$ cat config.mk
export PLATFORM = sky130hd
export DESIGN_NAME = rau_ctrl
export DESIGN_NICKNAME = d
export VERILOG_FILES = /design/src/rau_pkg.sv /design/src/rau_ctrl.sv
export SDC_FILE = /design/constraint.sdc
export NUM_CORES = 1
export LEC_CHECK = 0
export BUFFER_PORTS_ARGS = -buffer_cell sky130_fd_sc_hd__buf_4
export CAP_MARGIN = 20
export CORE_AREA = 3 3 40 42
export DETAILED_ROUTE_END_ITERATION = 8
export DIE_AREA = 0 0 43 45
export REMOVE_ABC_BUFFERS = 1
export SYNTH_ARGS = -nofsm -noshare
export SYNTH_HDL_FRONTEND = slang
export SYNTH_SLANG_ARGS = --single-unit
$ cat constraint.sdc
create_clock -name clk -period 2.25 [get_ports clk]
set_input_delay 0.225 -clock clk [delete_from_list [all_inputs] [get_ports clk]]
set_output_delay 0.225 -clock clk [all_outputs]
set_load 0.005 [all_outputs]
$ cat src/rau_pkg.sv
// Package for the rational arithmetic unit: opcodes, status codes, widths.
package rau_pkg;
  localparam int VALUE_WIDTH_DEF = 32;
  localparam logic [2:0] OP_NORM = 3'd0;
  localparam logic [2:0] OP_ADD  = 3'd1;
  localparam logic [2:0] OP_SUB  = 3'd2;
  localparam logic [2:0] OP_MUL  = 3'd3;
  localparam logic [2:0] OP_DIV  = 3'd4;
  localparam logic [2:0] OP_NEG  = 3'd5;
  localparam logic [2:0] OP_ABS  = 3'd6;
  localparam logic [2:0] OP_CMP  = 3'd7;
  localparam logic [1:0] ST_OK   = 2'd0;
  localparam logic [1:0] ST_ZDEN = 2'd1;
  localparam logic [1:0] ST_OVF  = 2'd2;
  localparam logic [1:0] CMP_LT  = 2'd0;
  localparam logic [1:0] CMP_EQ  = 2'd1;
  localparam logic [1:0] CMP_GT  = 2'd2;

  // controller -> datapath commands
  typedef struct packed {
    logic load;      // capture operands, form cross products
    logic combine;   // form numerator/denominator magnitudes
    logic gcd_init;  // seed the gcd registers
    logic gcd_step;  // one restoring-division bit step
    logic rem_done;  // commit remainder, swap a/b
    logic div_init;  // seed the reduce division
    logic div_step;  // one quotient bit for both divisions
    logic finish;    // form the result word
  } rau_cmd_t;

  // datapath -> controller status
  typedef struct packed {
    logic b_zero;    // gcd divisor reached zero
    logic cnt_done;  // bit counter at its end
    logic early;     // result settled without reduction
  } rau_stat_t;
endpackage

$ cat src/rau_ctrl.sv
// Controller state machine for the rational arithmetic unit.
module rau_ctrl (
  input  logic                clk,
  input  logic                rst,
  input  logic                in_valid,
  output logic                in_ready,
  output logic                out_valid,
  input  logic                out_ready,
  output rau_pkg::rau_cmd_t   cmd,
  input  rau_pkg::rau_stat_t  stat
);
  localparam logic [2:0] S_IDLE = 3'd0;
  localparam logic [2:0] S_COMB = 3'd1;
  localparam logic [2:0] S_GINI = 3'd2;
  localparam logic [2:0] S_GCD  = 3'd3;
  localparam logic [2:0] S_DIV  = 3'd4;
  localparam logic [2:0] S_FIN  = 3'd5;
  localparam logic [2:0] S_OUT  = 3'd6;

  logic [2:0] state, state_next;

  always_ff @(posedge clk) begin
    if (rst) state <= S_IDLE;
    else     state <= state_next;
  end

  assign in_ready  = (state == S_IDLE);
  assign out_valid = (state == S_OUT);

  always_comb begin
    cmd = '0;
    state_next = state;
    case (state)
      S_IDLE: if (in_valid) begin
        cmd.load = 1'b1;
        state_next = S_COMB;
      end
      S_COMB: begin
        cmd.combine = 1'b1;
        state_next = S_GINI;
      end
      S_GINI: begin
        if (stat.early) begin
          state_next = S_FIN;
        end else begin
          cmd.gcd_init = 1'b1;
          state_next = S_GCD;
        end
      end
      S_GCD: begin
        if (stat.b_zero) begin
          cmd.div_init = 1'b1;
          state_next = S_DIV;
        end else if (stat.cnt_done) begin
          cmd.rem_done = 1'b1;
        end else begin
          cmd.gcd_step = 1'b1;
        end
      end
      S_DIV: begin
        cmd.div_step = 1'b1;
        if (stat.cnt_done) state_next = S_FIN;
      end
      S_FIN: begin
        cmd.finish = 1'b1;
        state_next = S_OUT;
      end
      S_OUT: if (out_ready) state_next = S_IDLE;
      default: state_next = S_IDLE;
    endcase
  end

  a_one_side: assert property (@(posedge clk) disable iff (rst) !(in_ready && out_valid))
    else $error("in_ready and out_valid both high");
  a_out_hold: assert property (@(posedge clk) disable iff (rst)
    out_valid && !out_ready |=> out_valid)
    else $error("result dropped while stalled");
  a_load_idle: assert property (@(posedge clk) disable iff (rst) cmd.load |-> in_ready)
    else $error("load outside idle");
endmodule

==> results of run 1 <==
-- critical path: cells and delay by family, from the launching register on --
family / cells / cell delay (ns)
flip-flops: 1 / 0.56
AND/OR/NAND/NOR: 2 / 0.46
buffers and inverters: 1 / 0.13
-- power by group --
part	leakage (nW)	switching, mW	internal, mW	total [mW]
clock network	0.0150	0.0276	0.0664	0.0940
logic	0.151	0.0220	0.0381	0.0601
registers	0.0246	0.0145	0.0580	0.0725
-- worst max path at each step --
stage / from / to / cells after the start
5_1_grt: state[2] / cmd[3] / 3
3_5_place_dp: state[2] / cmd[3] / 3
6_report: state[2] / cmd[3] / 3
4_1_cts: state[2] / cmd[3] / 3
2_1_floorplan: state[2] / cmd[3] / 2
3_3_place_gp: state[2] / cmd[3] / 3
-- cell families after synthesis --
group                  count (synthesis)  share of synthesized area
AND/OR/NAND/NOR                       18                      0.463
multiplexers                           2                     0.0702
buffers and inverters                  3                      0.112
flip-flops                             3                      0.198
AO/OA/AOI/OAI                          6                      0.157
-- layout by cell type, fill, tap and decap left out --
cell       netlist  layout
a22oi_2          1       1
mux2i_1          1       1
buf_4            0      16
nand2b_1         1       1
nor3_1           3       3
mux2_1           1       1
and2b_1          1       1
and3b_1          2       2
nand2b_2         1       1
clkbuf_1         0       1
nor4b_2          1       1
nand3b_1         1       1
nor2_1           1       1
o21ai_0          2       2
a21oi_1          2       2
nor2_2           1       1
dfxtp_1          3       3
nor3b_2          1       1
a2bb2oi_2        1       1
nor3b_4          1       1
clkbuf_4         0       3
nand2_1          3       3
and4b_1          1       1
-- metal layers --
layer	part of all wire	up-vias	track usage
met5	0	-	0
met4	0	0	0.0904
met3	0.11	0	0.0279
met2	0.47	11	0.117
met1	0.43	121	0.106
li1	-	149	-
-- cell type report --
type	count	area [um^2]
Timing Repair Buffer	16	120
Clock buffer	4	26.3
Fill cell	150	851
Multi-Input combinational cell	26	209
Sequential cell	3	60.1
Tap cell	15	18.8
-- stage by stage --
step | hold WS [ns] | setup slack (ns) | area, um^2
after floorplan | 0.292 | 1.08 | 269
after global placement | 0.409 | 0.909 | 408
after detailed placement | 0.419 | 0.884 | 408
after CTS | 0.165 | 0.628 | 434
after global routing | 0.180 | 0.567 | 434
final | 0.174 | 0.643 | 434
==> metrics.txt, run 1 <==
CP required 2.03 ns; number of antenna violations at the first check in global routing 0; post-synthesis cell type count 21; P_leak 0.190 nW; wire length per cell 11.0 um; postcts setup bufs 0; WL final 704 um; antenna cells 0; drt drc 0; clock sinks 3; CORE AREA 1280 um^2; largest cells by area after synthesis dfxtp_1 (20%), buf_6 (11%), nor3b_4 (6.2%), and3b_1 (5.8%), nor3_1 (5.0%); Skew-Pair Late Insertion Delay 0.23 ns; maximum vdd drop 149 uV; vias per cell 4.39; commonest cells in the netlist buf_6 (3), dfxtp_1 (3), nand2_1 (3), nor3_1 (3); Detail Route Antenna Nets 0; Mean Syn Cell Area 9.46 um^2; layout cells sized above 1 0.531; r2r startpoint state[0]; Fmax 622 MHz; crit-path cells and2b_1, and4b_1, buf_4; Die W 43 um; max incr delay on CP 0.56 ns; Via Count 281; PortBufs 16; Critical Path End Type primary output; Seq cells post-synth 3; setup TNS 0 ns; Most flops, register state; RSZ-0062 raised after global routing no; WHS Path Cells 2; Tot Pwr 0.227 mW; Post-Synthesis Cells 32; post-synthesis sequential area ratio 0.198; TritonRoute pass-1 iters 2; first-pass GRT wire length 1.24 mm; prevailing post-synth register cell dfxtp_1; Arr. time, crit path 1.38 ns; R2R cell count 3; total of warnings raised by yosys 0; DPL Wire Length 536 um; vias in the first global route 284; full die area 1940 um^2; CTS tree done; Synth Cell Area 303 um^2; CTS max path bufs 2; cts hold-fix bufs 0; Starting DRT DRC Count 6; total gr overflow 0; GPL Wtd Cong 0.626; Synth area leader dfxtp_1; fin cells 64; Rows 13; final core area utilization 0.338; sink of the worst hold path state[1]; FF-to-FF End state[2]; area share of the largest cell type after synthesis 0.198; hold wc startpoint rst; Final Setup Violations 0; Initial Util 0.236; total track usage 0.0874; max_cap viols 0; minimum clock period 1.61 ns; fin. max-slew vios 0; Clock Pin Slew Worst Setup and Hold Paths 0.04 ns; CTS Root Cell clkbuf_4; Tightest Hold Check Type primary input to flop; clock buffer count from CTS 3; CP Class flop to primary output; Slowest-stage cell, CP dfxtp_1; # IOs 17; pin count of the biggest net entering global routing 15; H-tree depth 1; status complete, no violations; area grow syn2layout 43.4%; pwr/cell area 522 nW/um^2; CTS resizes 0; asr flop ratio synth 0; Post-synth EDFFs 0; Rel. slew slack 0.711; period utilization 0.714; Largest register FFs 3; Die Y 45 um; skew final 0.00372 ns; Slew @ Worst Pin 0.434 ns; Layout Nets 57; CP startpoint kind flop; Final Hold Fails 0; dpl cells 60; reg2reg setup slack 1.00 ns; Critical Path Fanout Max 12; biggest regs state: 3 flops
Note: power is estimated with default switching activity, not from simulation.
==> run 2: changes to the inputs <==
==> constraint.sdc (replaced) <==
create_clock -name clk -period 1.47 [get_ports clk]
set_input_delay 0.147 -clock clk [delete_from_list [all_inputs] [get_ports clk]]
set_output_delay 0.147 -clock clk [all_outputs]
set_load 0.005 [all_outputs]
==> metrics.txt, run 2 (same netlist as run 1, synthesis figures left out) <==
status complete, no violations; DPL Wire Length 531 um (-0.97%); clock buffer count from CTS 3 (unchanged); Largest register FFs 3 (unchanged); Layout Nets 58 (+1.8%); Final Setup Violations 0 (unchanged); first-pass GRT wire length 1.14 mm (-8.4%); GPL Wtd Cong 0.635 (+1.6%); Arr. time, crit path 1.22 ns (-0.16 ns); Critical Path End Type primary output; Critical Path Fanout Max 6 (-6); biggest regs state: 3 flops; # IOs 17 (unchanged); CTS max path bufs 2 (unchanged); Fmax 730 MHz; Tightest Hold Check Type primary input to flop; layout cells sized above 1 0.580 (+0.0494); CORE AREA 1280 um^2 (unchanged); postcts setup bufs 0 (unchanged); PortBufs 16 (unchanged); period utilization 0.931; full die area 1940 um^2 (unchanged); Layout fillers 146 (-2.7%); WHS Path Cells 2 (unchanged); setup ws final 0.101 ns (-0.542 ns); hold wc startpoint rst; Most flops, register state; r2r startpoint state[0]; RSZ-0062 raised after global routing no; most frequent cells in the layout buf_4 (17), nor3_1 (3), nand2_1 (3), clkbuf_4 (3); CP required 1.32 ns (-0.71 ns); FF-to-FF End state[2]; Final Hold Fails 0 (unchanged); pin count of the biggest net entering global routing 15 (unchanged); number of antenna violations at the first check in global routing 0 (unchanged); fin. max-slew vios 0 (unchanged); antenna cells 0 (unchanged); CP startpoint kind flop; leading cell type in the layout, fill and taps excluded buf_4; total track usage 0.0824 (-0.00500); area grow syn2layout 46.7%; Rows 13 (unchanged); Slew @ Worst Pin 0.233 ns (-0.201 ns); P_leak 0.196 nW (+3.2%); clock sinks 3 (unchanged); drt drc 0 (unchanged); reg2reg setup slack 0.38 ns (-0.62 ns); vias per cell 4.63 (+5.5%); Via Count 301 (+7.1%); TritonRoute pass-1 iters 3 (+1); minimum clock period 1.37 ns; H-tree depth 1 (unchanged); Starting DRT DRC Count 1 (-5); worst setup path start state[2]; skew final 0.000227 ns (-0.00349 ns); CTS Root Cell clkbuf_4; Die Y 45 um (unchanged); CP Class flop to primary output; sink of the worst hold path state[1]; wire length per cell 10.6 um (-3.2%); Rel. slew slack 0.845 (+0.134); setup TNS 0 ns (unchanged); R2R cell count 3 (unchanged); CTS tree done; Detail Route Antenna Nets 0 (unchanged); max_cap viols 0 (unchanged); WL final 692 um (-1.7%); Post-Place Setup Slack 0.227 ns (-0.657 ns); Die W 43 um (unchanged); maximum vdd drop 324 uV (+120%); Skew-Pair Late Insertion Delay 0.23 ns (about the same); Clock Pin Slew Worst Setup and Hold Paths 0.04 ns (about the same); vias in the first global route 271 (-4.6%); Initial Util 0.236 (unchanged); total gr overflow 0 (unchanged); pwr/cell area 793 nW/um^2 (+52%)
[run 2: how the worst max path moves through the flow]
stage,depth (start not counted),to
final,3,cmd[3]
after detailed placement,3,cmd[3]
after global routing,3,cmd[3]
after floorplan,3,state[2]
after CTS,2,cmd[4]
after global placement,3,cmd[3]
[run 2: final cells by class]
class | instances | area [um^2] | share of cell area
sequential | 3 | 62.6 | 0.141
timing repair buffer | 17 | 128 | 0.287
clock buffer | 4 | 26.3 | 0.0592
tap | 15 | 18.8 | 0.0423
multi-input combinational | 26 | 209 | 0.470
[run 2: through the flow]
stage	hold slack [ns]	std cells	area, um^2	util	power, mW
after floorplan	0.214	29	269	-	0.156
after global placement	0.332	61	415	0.323	0.206
after detailed placement	0.336	61	415	0.323	0.208
after CTS	0.0874	65	443	0.345	0.358
after global routing	0.0792	65	444	0.346	0.385
final	0.0904	65	444	0.346	0.352
[run 2: per-layer routing]
layer  vias to the layer above  share of wire  global-route usage
li1                        153              -                   -
met1                       131           0.45              0.0964
met2                        14           0.43               0.111
met3                         3          0.094              0.0398
met4                         0          0.032              0.0723
met5                         -              0                   0
[run 2: power by group]
group / leakage [nW] / internal, mW / switching, mW
Sequential: 0.0253 / 0.0901 / 0.0196
Clock: 0.0150 / 0.102 / 0.0441
Combinational: 0.156 / 0.0602 / 0.0365
[run 2: critical path: stages, from the launching register on]
cell and delay, ns:
dfxtp_1 0.41, and2b_1 0.24, and4b_1 0.20, buf_4 0.13
[run 2: repair_timing]
item,in CTS,in global routing
resized for setup,1,1
hold buffers,0,0
endpoints found under the setup margin,2,1
endpoints found under the hold margin,0,0
pin swaps,0,0
